**src/rtl/rhcd_pkg.sv**
```systemverilog
package rhcd_pkg;

  // Message numbers handled by the decoder
  localparam logic [5:0] MsgPhase = 6'd20;
  localparam logic [5:0] MsgRange = 6'd21;

  // Shortest packet accepted: a header word and two records
  localparam logic [4:0] MinWords = 5'd5;

  // Modified z-count unit (0.6 s) in microseconds
  localparam logic [19:0] UsPerZCount = 20'd600000;

  // Satellite numbering
  localparam logic [7:0] GloPrnBase = 8'd200;
  localparam logic [7:0] GpsPrnZero = 8'd32;

  // Lock store entry: L2 indicator above L1 indicator
  localparam int unsigned LockW  = 5;
  localparam int unsigned EntryW = 2 * LockW;
  localparam int unsigned RawSlotW = 6;

  // Item handed from the word stage to the record stage
  typedef struct packed {
    logic                is_hdr;
    logic [32:0]         epoch_us;
    logic [7:0]          sat_number;
    logic                is_range;
    logic                is_l2;
    logic [23:0]         corr;
    logic [7:0]          rate;
    logic [1:0]          scale;
    logic [7:0]          iod;
    logic [LockW-1:0]    lock;
    logic                p_code;
    logic [RawSlotW-1:0] slot;
    logic                last;
    logic                done_val;
  } stage_t;

endpackage

```
**src/rtl/rhcd_lock_mem.sv**
```systemverilog
module rhcd_lock_mem import rhcd_pkg::*; #(
  parameter int unsigned SAT_SLOTS = 64
) (
  input  logic                         clk_i,
  input  logic                         rst_ni,
  input  logic                         rd_en_i,
  input  logic [$clog2(SAT_SLOTS)-1:0] rd_addr_i,
  input  logic                         wr_en_i,
  input  logic [$clog2(SAT_SLOTS)-1:0] wr_addr_i,
  input  logic [EntryW-1:0]            wr_data_i,
  output logic [EntryW-1:0]            rd_data_o
);

  logic [EntryW-1:0]    mem_q [SAT_SLOTS];
  logic [SAT_SLOTS-1:0] vld_q;
  logic [EntryW-1:0]    rd_q;
  logic                 rd_vld_q;
  logic                 fwd_q;
  logic [EntryW-1:0]    fwd_data_q;

  // Write port and registered read port
  always_ff @(posedge clk_i) begin
    if (wr_en_i) begin
      mem_q[wr_addr_i] <= wr_data_i;
    end
    if (rd_en_i) begin
      rd_q       <= mem_q[rd_addr_i];
      fwd_data_q <= wr_data_i;
    end
  end

  // Entry valid bits, and capture a same-cycle write to the entry being read
  always_ff @(posedge clk_i or negedge rst_ni) begin
    if (!rst_ni) begin
      vld_q    <= '0;
      rd_vld_q <= 1'b0;
      fwd_q    <= 1'b0;
    end else begin
      if (wr_en_i) begin
        vld_q[wr_addr_i] <= 1'b1;
      end
      if (rd_en_i) begin
        rd_vld_q <= vld_q[rd_addr_i];
        fwd_q    <= wr_en_i && (wr_addr_i == rd_addr_i);
      end
    end
  end

  // Unwritten entries read as zero; a colliding write wins
  always_comb begin
    if (fwd_q) begin
      rd_data_o = fwd_data_q;
    end else if (rd_vld_q) begin
      rd_data_o = rd_q;
    end else begin
      rd_data_o = '0;
    end
  end

endmodule

```
**src/rtl/rhcd_word_stage.sv**
```systemverilog
module rhcd_word_stage import rhcd_pkg::*; (
  input  logic        clk_i,
  input  logic        rst_ni,
  input  logic        accept_i,
  input  logic [5:0]  message_type_i,
  input  logic        packet_ok_i,
  input  logic [12:0] modified_z_count_i,
  input  logic [4:0]  word_total_i,
  input  logic [4:0]  word_number_i,
  input  logic [23:0] data_word_i,
  output logic        load_o,
  output stage_t      stage_o
);

  logic        pkt_acc_q;
  logic        l2_q;
  logic        multi_q;
  logic [23:0] first_q;

  logic        good;
  logic        in_pkt;
  logic        is_hdr;
  logic        is_odd;
  logic        is_rec;
  logic        is21;
  logic        glo;
  logic [4:0]  prn5;
  logic [7:0]  prn8;

  // Classify the word
  assign good   = packet_ok_i
               && ((message_type_i == MsgPhase) || (message_type_i == MsgRange))
               && (word_total_i >= MinWords) && word_total_i[0];
  assign in_pkt = word_number_i < word_total_i;
  assign is_hdr = good && in_pkt && (word_number_i == '0);
  assign is_odd = good && in_pkt && (word_number_i != '0) && pkt_acc_q && word_number_i[0];
  assign is_rec = good && in_pkt && (word_number_i != '0) && pkt_acc_q && !word_number_i[0];
  assign load_o = is_hdr || is_rec;

  assign is21 = (message_type_i == MsgRange);
  assign glo  = first_q[21];
  assign prn5 = first_q[20:16];
  assign prn8 = {3'b000, prn5};

  // Build the item for the record stage
  always_comb begin
    stage_o          = '0;
    stage_o.is_hdr   = is_hdr;
    stage_o.epoch_us = 33'(modified_z_count_i) * 33'(UsPerZCount) + 33'(data_word_i[19:0]);
    if (glo) begin
      stage_o.sat_number = prn8 + GloPrnBase;
    end else if (prn5 == '0) begin
      stage_o.sat_number = GpsPrnZero;
    end else begin
      stage_o.sat_number = prn8;
    end
    stage_o.is_range = is21;
    stage_o.is_l2    = l2_q;
    stage_o.iod      = first_q[7:0];
    stage_o.slot     = {glo, prn5};
    stage_o.last     = ({1'b0, word_number_i} + 6'd1) == {1'b0, word_total_i};
    stage_o.done_val = !(multi_q && first_q[23]);
    if (is21) begin
      stage_o.corr   = {{8{data_word_i[23]}}, data_word_i[23:8]};
      stage_o.rate   = data_word_i[7:0];
      stage_o.scale  = {first_q[15], first_q[11]};
      stage_o.p_code = first_q[22];
    end else begin
      stage_o.corr   = data_word_i;
      stage_o.lock   = first_q[12:8];
    end
  end

  // Packet state
  always_ff @(posedge clk_i or negedge rst_ni) begin
    if (!rst_ni) begin
      pkt_acc_q <= 1'b0;
      l2_q      <= 1'b0;
      multi_q   <= 1'b1;
    end else if (accept_i) begin
      if (!good && (word_number_i == '0)) begin
        pkt_acc_q <= 1'b0;
      end
      if (is_hdr) begin
        l2_q      <= data_word_i[23];
        pkt_acc_q <= !data_word_i[22];
        multi_q   <= 1'b1;
      end
      if (is_rec) begin
        multi_q <= multi_q && first_q[23];
      end
    end
  end

  // Hold the first half of a record
  always_ff @(posedge clk_i) begin
    if (accept_i && is_odd) begin
      first_q <= data_word_i;
    end
  end

endmodule

```
**src/rtl/rtcm2_hires_correction_decoder_core.sv**
```systemverilog
// Channel | Direction | Handshake               | Payload
// in      | input     | in_valid_i / in_ready_o | message_type_i .. data_word_i
// out     | output    | out_valid_o/out_ready_i | sat_number_o .. epoch_complete_o
//
// One data word per cycle while the input is not stalled. After its second
// half is taken, a record passes the word stage (decode, lock store read) and
// the record stage (compare, write back, fill the output register).
// Reset presets all flags, clears the lock store valid bits at once; no sweep.
// A waiting result stalls the input only when the record stage holds a record.
module rtcm2_hires_correction_decoder_core import rhcd_pkg::*; #(
  parameter int unsigned SAT_SLOTS = 64
) (
  input  logic               clk_i,
  input  logic               rst_ni,
  input  logic               in_valid_i,
  output logic               in_ready_o,
  input  logic [5:0]         message_type_i,
  input  logic               packet_ok_i,
  input  logic [12:0]        modified_z_count_i,
  input  logic [4:0]         word_total_i,
  input  logic [4:0]         word_number_i,
  input  logic [23:0]        data_word_i,
  output logic               out_valid_o,
  input  logic               out_ready_i,
  output logic [7:0]         sat_number_o,
  output logic               is_range_o,
  output logic               is_second_freq_o,
  output logic signed [23:0] corr_raw_o,
  output logic signed [7:0]  rate_raw_o,
  output logic [1:0]         scale_codes_o,
  output logic [7:0]         issue_of_data_o,
  output logic [4:0]         lock_count_o,
  output logic               slip_o,
  output logic               p_code_flag_o,
  output logic [32:0]        epoch_us_o,
  output logic               epoch_complete_o
);

  localparam int unsigned SlotW = $clog2(SAT_SLOTS);

  logic              accept;
  logic              load;
  stage_t            stage;
  logic              s1_valid_q;
  stage_t            s1_q;
  logic              s1_adv;
  logic [32:0]       epoch_time_q;
  logic              epoch_done_q;
  logic              out_valid_q;
  logic [EntryW-1:0] entry_rd;
  logic [EntryW-1:0] entry_wr;
  logic [LockW-1:0]  old_lock;
  logic              slip;
  logic              lock_wr;
  logic              done_out;

  assign accept     = in_valid_i && in_ready_o;
  assign s1_adv     = s1_valid_q && (s1_q.is_hdr || !out_valid_q || out_ready_i);
  assign in_ready_o = !s1_valid_q || s1_adv;

  rhcd_word_stage u_word (
    .clk_i,
    .rst_ni,
    .accept_i (accept),
    .message_type_i,
    .packet_ok_i,
    .modified_z_count_i,
    .word_total_i,
    .word_number_i,
    .data_word_i,
    .load_o   (load),
    .stage_o  (stage)
  );

  rhcd_lock_mem #(.SAT_SLOTS(SAT_SLOTS)) u_lock (
    .clk_i,
    .rst_ni,
    .rd_en_i   (accept && load),
    .rd_addr_i (SlotW'(stage.slot)),
    .wr_en_i   (lock_wr),
    .wr_addr_i (SlotW'(s1_q.slot)),
    .wr_data_i (entry_wr),
    .rd_data_o (entry_rd)
  );

  // Compare the lock indicator and merge it into the entry
  assign old_lock = s1_q.is_l2 ? entry_rd[EntryW-1:LockW] : entry_rd[LockW-1:0];
  assign slip     = !s1_q.is_range && (old_lock != s1_q.lock);
  assign entry_wr = s1_q.is_l2 ? {s1_q.lock, entry_rd[LockW-1:0]}
                               : {entry_rd[EntryW-1:LockW], s1_q.lock};
  assign lock_wr  = s1_adv && !s1_q.is_hdr && !s1_q.is_range;
  assign done_out = s1_q.last ? s1_q.done_val : epoch_done_q;

  // Record stage occupancy
  always_ff @(posedge clk_i or negedge rst_ni) begin
    if (!rst_ni) begin
      s1_valid_q <= 1'b0;
    end else if (accept && load) begin
      s1_valid_q <= 1'b1;
    end else if (s1_adv) begin
      s1_valid_q <= 1'b0;
    end
  end

  always_ff @(posedge clk_i) begin
    if (accept && load) begin
      s1_q <= stage;
    end
  end

  // Epoch tracking
  always_ff @(posedge clk_i or negedge rst_ni) begin
    if (!rst_ni) begin
      epoch_time_q <= '0;
      epoch_done_q <= 1'b0;
    end else if (s1_adv) begin
      if (s1_q.is_hdr) begin
        if ((s1_q.epoch_us != epoch_time_q) || epoch_done_q) begin
          epoch_time_q <= s1_q.epoch_us;
          epoch_done_q <= 1'b0;
        end
      end else if (s1_q.last) begin
        epoch_done_q <= s1_q.done_val;
      end
    end
  end

  // Output register
  always_ff @(posedge clk_i or negedge rst_ni) begin
    if (!rst_ni) begin
      out_valid_q <= 1'b0;
    end else if (s1_adv && !s1_q.is_hdr) begin
      out_valid_q <= 1'b1;
    end else if (out_ready_i) begin
      out_valid_q <= 1'b0;
    end
  end

  always_ff @(posedge clk_i) begin
    if (s1_adv && !s1_q.is_hdr) begin
      sat_number_o     <= s1_q.sat_number;
      is_range_o       <= s1_q.is_range;
      is_second_freq_o <= s1_q.is_l2;
      corr_raw_o       <= s1_q.corr;
      rate_raw_o       <= s1_q.rate;
      scale_codes_o    <= s1_q.scale;
      issue_of_data_o  <= s1_q.iod;
      lock_count_o     <= s1_q.lock;
      slip_o           <= slip;
      p_code_flag_o    <= s1_q.p_code;
      epoch_us_o       <= epoch_time_q;
      epoch_complete_o <= done_out;
    end
  end

  assign out_valid_o = out_valid_q;

endmodule

```
**config.mk**
```make
export PLATFORM = sky130hd
export DESIGN_NAME = rtcm2_hires_correction_decoder_core
export DESIGN_NICKNAME = d
export VERILOG_FILES = /design/src/rtl/rhcd_pkg.sv /design/src/rtl/rhcd_lock_mem.sv /design/src/rtl/rhcd_word_stage.sv /design/src/rtl/rtcm2_hires_correction_decoder_core.sv
export SDC_FILE = /design/constraint.sdc
export NUM_CORES = 1
export LEC_CHECK = 0
export ABC_AREA = 1
export BUFFER_PORTS_ARGS = -buffer_cell sky130_fd_sc_hd__buf_2
export CAP_MARGIN = 20
export CORE_MARGIN = 3
export CORE_UTILIZATION = 62
export DETAILED_ROUTE_END_ITERATION = 16
export HOLD_SLACK_MARGIN = 0.12
export PLACE_DENSITY = 0.8
export SYNTH_ARGS = -nofsm -noshare
export SYNTH_HDL_FRONTEND = slang
export SYNTH_SLANG_ARGS = --single-unit
```
**constraint.sdc**
```tcl
create_clock -name clk_i -period 11.8 [get_ports clk_i]
set_input_delay 1.18 -clock clk_i [delete_from_list [all_inputs] [get_ports clk_i]]
set_output_delay 1.18 -clock clk_i [all_outputs]
set_load 0.005 [all_outputs]
```
==> results of run 1 <==
[sequential cells by signal (all words and copies together), names as in the netlist, 2 cells and up]
name               cells
u_lock.mem_q         640
s1_q                  99
u_lock.fwd_data_q     10
lock_count_o           5
sat_number_o           7
corr_raw_o            24
u_word.first_q        22
epoch_us_o            33
epoch_time_q          33
scale_codes_o          2
u_lock.vld_q          64
issue_of_data_o        8
rate_raw_o             8
u_lock.rd_q           10
[layout by cell type, fill, tap and decap left out, types with 20 or more instances in the layout]
cell and instances:
edfxtp_1 873, o21ai_0 458, o211ai_1 35, inv_1 281, clkbuf_1 25, o221ai_1 60, dfrtp_1 104, ha_1 114
nand4_1 20, buf_2 151, buf_4 39, xor2_1 46, fa_1 47, clkbuf_16 92, nand2_1 384, or2_2 40
nand3_1 151, o22ai_1 104, a21oi_1 76, nor2_1 455
[how the worst min path moves through the flow]
stage	startpoint	endpoint	cells after the start
finish	s1_q[25]	rate_raw_o[1]	0
CTS	s1_q[25]	rate_raw_o[1]	0
detailed placement	u_word.first_q[0]	s1_q[14]	0
global placement	s1_q[26]	rate_raw_o[2]	0
global route	s1_q[59]	sat_number_o[1]	0
floorplan	s1_q[32]	corr_raw_o[0]	0
[layer usage]
layer / wire length, um / part of all wire, % / GRT usage [%]
met3: 9990 / 9.5 / 5.14
met5: 0 / 0 / 0
met2: 50300 / 48 / 45.7
met1: 40100 / 38 / 39.6
met4: 4270 / 4.1 / 12.7
[kinds of logic (layout without fill, tap and decap cells)]
group	Yosys count	in the layout	synth area share, %
muxes	1	1	0.0264
buffers and inverters	466	653	4.29
and+or+nand+nor	1108	1108	11.0
xor gates and xnor gates	61	61	1.25
other	0	2	0
DFF	978	978	67.7
AOI/OAI and AO/OA	765	765	10.2
adders and majority gates	161	161	5.56
[through the flow]
step / hold slack (ps) / total power [uW] / instance area (um^2) / utilization (%) / worst slack [ps]
finish: 415 / 8710 / 47200 / 69.7 / 5940
CTS: 416 / 8720 / 47000 / 69.6 / 5950
detailed placement: 405 / 5830 / 44100 / 65.2 / 5280
global route: 423 / 9140 / 47200 / 69.7 / 5580
floorplan: 400 / 5420 / 42600 / - / 301
global placement: 400 / 5780 / 44100 / 65.2 / 5370
[final cells by class]
cell class,count,area [um^2]
multi-input cells,2096,12000
repair buffers,195,1120
fillers,4370,20500
clock inverters,45,489
clock buffers,122,2460
flip-flops and latches,978,28800
diodes,2,5.00
well taps,873,1090
inverters,291,1110
[power by group through the flow]
stage	sequential [uW]	clock [uW]	combinational, uW
final	3810	2930	1970
after global placement	3880	0	1900
after detailed placement	3880	0	1950
after global routing	3810	3090	2240
after floorplan	3880	0	1540
after CTS	3810	2950	1960
==> metrics.cfg, run 1 <==
[outcome]
outcome=finished clean

[floorplan]
row_count=95
die_area_mm2=0.0719
die_width_um=268
die_h_um=268
core_area_mm2=0.0676
i_o_pin_count=153
initial_core_utilization_pct=63.0

[power_and_ir_drop]
total_switching_power_uw=2540
clockPowerShare_pct=33.7
share_comb_of_total_power_pct=22.6
p_sw_share_pct=29.2
power.leakage_uw=0.0179
vdd_drop_max_uv=162
power.internal_uw=6170
share_seq_of_total_power_pct=43.7
power_density_mw_per_mm2=185

[global_routing]
grt_max_degree=151
grt_first_pass_wirelength_um=157000
global_route.usage.total_pct=28.8
antenna_violations_before_repair=3
globalRouteOverflowTotal=0
grt_pass1_vias=27500

[timing]
timing.max_slew.rel_slack_pct=25.7
fin_worst_skew_ps=32.6
timing_max_transition_violations_final=0
post-route-period-util_pct=49.7
hold_viol_final=0
timing.final.crit_period_ps=5860
max_freq_mhz=171
fin_tns_setup_ps=0
grt_setup_unrepaired=false
setup_violations=0
timing_worst_slew_pin_value_ps=1110

[yosys]
synth-main-ff-cell=edfxtp_1
yosys-top-cells-count=edfxtp_1 (873), o21ai_0 (465), nor2_1 (457), nand2_1 (387), inv_1 (283)
synthCells=3540
post_synth.cell_area_avg_um2=12.0
post-synth-top-area-cell=edfxtp_1
synth_top_area_share_pct=61.6
post-synth-top-count-cell=edfxtp_1
synthDistinctLibCells=46
synth.net_count=3759
yosys_warnings=0
netlist_area_mm2=0.0426
synth.ff_latch_count=978
synth_area_leaders=edfxtp_1 (62%), dfrtp_1 (6.1%), o21ai_0 (5.5%)
synth_async_sr_flop_share_pct=10.7
synth_enable_flop_cells=873
synth-seq-area-share_pct=67.7

[clock_network]
cts-buffers-inserted=90
cts_hold_repair.buffers=0
clk_root_buffer_cell=clkbuf_16
cts_resized=0
cts_max_path_buffers=3
insertion_delay_ps=660
h-tree-depth=3
cts.clk_slew.worst_paths_ps=60
clock_tree_from_tritoncts=yes
buffers_inserted_during_post_cts_setup_optimization=0
clkSinkCount=978

[critical_path]
rr_startpoint=u_word.first_q[16]
setup.worst_path.start_class=input port
critPathTopFamily=adder cells
cp.required_ps=12210
critical-path-max-stage-delay_ps=620
path_class=input port to flop
critical_path_buffers_and_inverters=6
endpoint_kind=flop
setup.reg_to_reg.worst_slack_ps=7430
reg2reg_to=u_lock.rd_q[1]
worstSetupStartpoint=modified_z_count_i[10]
crit_slowest_cell=fa_1
endpoint=s1_q[98]
r2r.worst_path.cells=10
crit_cells=26
critical_path_peak_fanout=6
critical_path_arrival_ps=6270

[layout]
area_growth_syn_to_layout_pct=10.7
layout.nets=3871
final_cells=4602
layout-drive-gt1-share_pct=11.3

[drt]
wl_per_cell_um=22.7
detail-route-antenna-nets=0
drt_wl_total_um=105000
vias=28600
detailed_route_iter0_violations=3949
drcViolationCount=0
detail_route.vias_per_cell=6.23
dr.pass1.iters=6

[placed_design]
dp_cell_count=4423
post-dp-hpwl_um=62600
finalWeightedCongestion=0.892
i_o_buffers=152

[min_path]
type_of_the_worst_min_delay_path=flop to flop

[job]
maxCapViolCount=0

No activity file was read; power rests on OpenSTA's default activity.
==> inputs of run 2 (changes only) <==
==> constraint.sdc (replaced) <==
create_clock -name clk_i -period 5.4 [get_ports clk_i]
set_input_delay 0.54 -clock clk_i [delete_from_list [all_inputs] [get_ports clk_i]]
set_output_delay 0.54 -clock clk_i [all_outputs]
set_load 0.005 [all_outputs]
==> metrics.cfg, run 2 (same netlist as run 1, synthesis figures left out) <==
[global_routing]
grt_first_pass_wirelength_um=159000  ; +0.89%
grt_max_degree=207  ; +37%
global_route.usage.total_pct=29.0  ; +0.22 points
antenna_violations_before_repair=1  ; -2
grt_pass1_vias=27700  ; +0.50%
globalRouteOverflowTotal=0  ; unchanged

[timing]
fin_worst_skew_ps=31.7  ; -0.936 ps
setup_violations=0  ; unchanged
grt_setup_unrepaired=false
timing.max_slew.rel_slack_pct=21.0  ; -4.7 points
timing_worst_slew_pin_value_ps=1180  ; +69.8 ps
post-route-period-util_pct=91.9
hold_viol_final=0  ; unchanged
max_freq_mhz=202
timing.final.crit_period_ps=4960
timing_max_transition_violations_final=0  ; unchanged
setup_slack_ps=438  ; -5500 ps

[layout]
registers.top_by_ff_count=u_lock.mem_q
layout.nets=3942  ; +1.8%
area_growth_syn_to_layout_pct=12.1
most_common_cell_after_layout_fill_and_taps_aside=edfxtp_1
multiInputGateArea_mm2=0.0120  ; unchanged
layout_top_registers=u_lock.mem_q: 640 flops, s1_q: 99 flops, u_lock.vld_q: 64 flops
stdcell_area_mm2=0.0477  ; +1.2%
layout-drive-gt1-share_pct=13.0  ; +1.7 points
final_cell_utilization_of_the_core_pct=70.6  ; +0.87 points
regArea_mm2=0.0288  ; unchanged
commonest_cells_after_routing_fill_and_taps_aside=edfxtp_1 (873), o21ai_0 (458), nor2_1 (455)
filler_cell_count=4337  ; -0.76%
flip_flop_count_of_the_largest_register_all_copies_and_words_added=640  ; unchanged

[clock_network]
buffers_inserted_during_post_cts_setup_optimization=0  ; unchanged
clkSinkCount=978  ; unchanged
clk_root_buffer_cell=clkbuf_16
clock_tree_from_tritoncts=yes
h-tree-depth=3  ; unchanged
cts_max_path_buffers=3  ; unchanged
cts-buffers-inserted=89  ; -1.1%
cts.clk_slew.worst_paths_ps=60  ; about the same
insertion_delay_ps=660  ; about the same

[power_and_ir_drop]
power.leakage_uw=0.0182  ; +2.2%
share_comb_of_total_power_pct=25.5  ; +2.9 points
power_density_mw_per_mm2=411  ; +120%
total_switching_power_uw=5650  ; +120%
power.internal_uw=14000  ; +130%
p_sw_share_pct=28.8  ; -0.42 points
clockPowerShare_pct=32.1  ; -1.6 points
share_seq_of_total_power_pct=42.4  ; -1.3 points
vdd_drop_max_uv=468  ; +190%

[critical_path]
critical_path_arrival_ps=5360  ; -910 ps
critPathTopFamily=adder cells
critical-path-max-stage-delay_ps=460  ; -160 ps
path_class=input port to flop
setup.worst_path.start_class=input port
critical_path_peak_fanout=4  ; -2
crit_slowest_cell=fa_1
r2r.worst_path.cells=8  ; -2
cp.required_ps=5790  ; -6420 ps
crit_cells=31  ; +19%
critical_path_buffers_and_inverters=9  ; +3
endpoint_kind=flop
most_frequent_cell_on_the_critical_path=nand2_1

[placed_design]
detailed_place.area_mm2=0.0446  ; +1.1%
post-dp-hpwl_um=63500  ; +1.6%
detailedPlace.worstSlack_ps=-244  ; -5520 ps
finalWeightedCongestion=0.889  ; -0.38%
i_o_buffers=152  ; unchanged

[outcome]
outcome=finished clean

[floorplan]
die_area_mm2=0.0719  ; unchanged
i_o_pin_count=153  ; unchanged
core_area_mm2=0.0676  ; unchanged
die_h_um=268  ; unchanged
die_width_um=268  ; unchanged
initial_core_utilization_pct=63.0  ; unchanged
row_count=95  ; unchanged

[drt]
detailed_route_iter0_violations=3730  ; -5.5%
vias=28800  ; +0.38%
detail_route.vias_per_cell=6.15  ; -1.1%
wl_per_cell_um=22.4  ; -1.6%
drt_wl_total_um=105000  ; about the same
dr.pass1.iters=6  ; unchanged
detail-route-antenna-nets=0  ; unchanged
drcViolationCount=0  ; unchanged

[min_path]
type_of_the_worst_min_delay_path=input port to flop
whs_path_depth=1  ; +1

[job]
maxCapViolCount=0  ; unchanged

==> run 2: layer usage <==
metal | part of all wire (%) | vias up | wire length [um] | GRT usage, %
met5 | 0 | - | 0 | 0
met4 | 4.3 | 0 | 4490 | 13.1
met3 | 9.6 | 286 | 10000 | 5.22
met2 | 48 | 1608 | 50200 | 45.7
met1 | 38 | 13900 | 39800 | 40.1
li1 | - | 12900 | - | -
==> run 2: power by group through the flow <==
stage	combinational (uW)	sequential [uW]	clock, uW
floorplan	3360	8490	0
global placement	4910	8480	0
detailed placement	4980	8480	0
CTS	5010	8320	6330
global route	5710	8320	6660
finish	5010	8320	6310
==> run 2: final cells by class <==
cell class	count	area share, %
sequential	978	60.4
tap	873	2.29
timing repair buffer	267	3.63
multi-input combinational	2096	25.2
inverter	291	2.32
clock buffer	119	5.11
antenna	2	0.0105
clock inverter	47	1.02
==> run 2: repair_timing <==
item,in CTS,in global routing
hold buffers,5,1
resized for setup,0,0
hold endpoints to repair,61,1
==> run 2: per-stage QoR <==
step	hold slack [ps]	power (uW)	cells	TNS (ps)
detailed placement	405	13500	4483	-1710
CTS	120	19700	4654	0
floorplan	244	11800	3540	0
global placement	400	13400	4481	-809
global route	124	20700	4672	0
finish	141	19600	4673	0
==> run 2: path summary, 6_finish.rpt <==
check	start	end	slack (ps)
worst max register to register	u_word.first_q[16]	u_lock.rd_q[5]	1920
worst min-delay path	data_word_i[22]	u_word.first_q[22]	140
worst max-delay path	modified_z_count_i[7]	s1_q[97]	440
max in group asynchronous	rst_ni	u_lock.vld_q[44]	3650
worst min register to register	s1_q[41]	corr_raw_o[9]	410
min in group asynchronous	rst_ni	epoch_time_q[8]	550
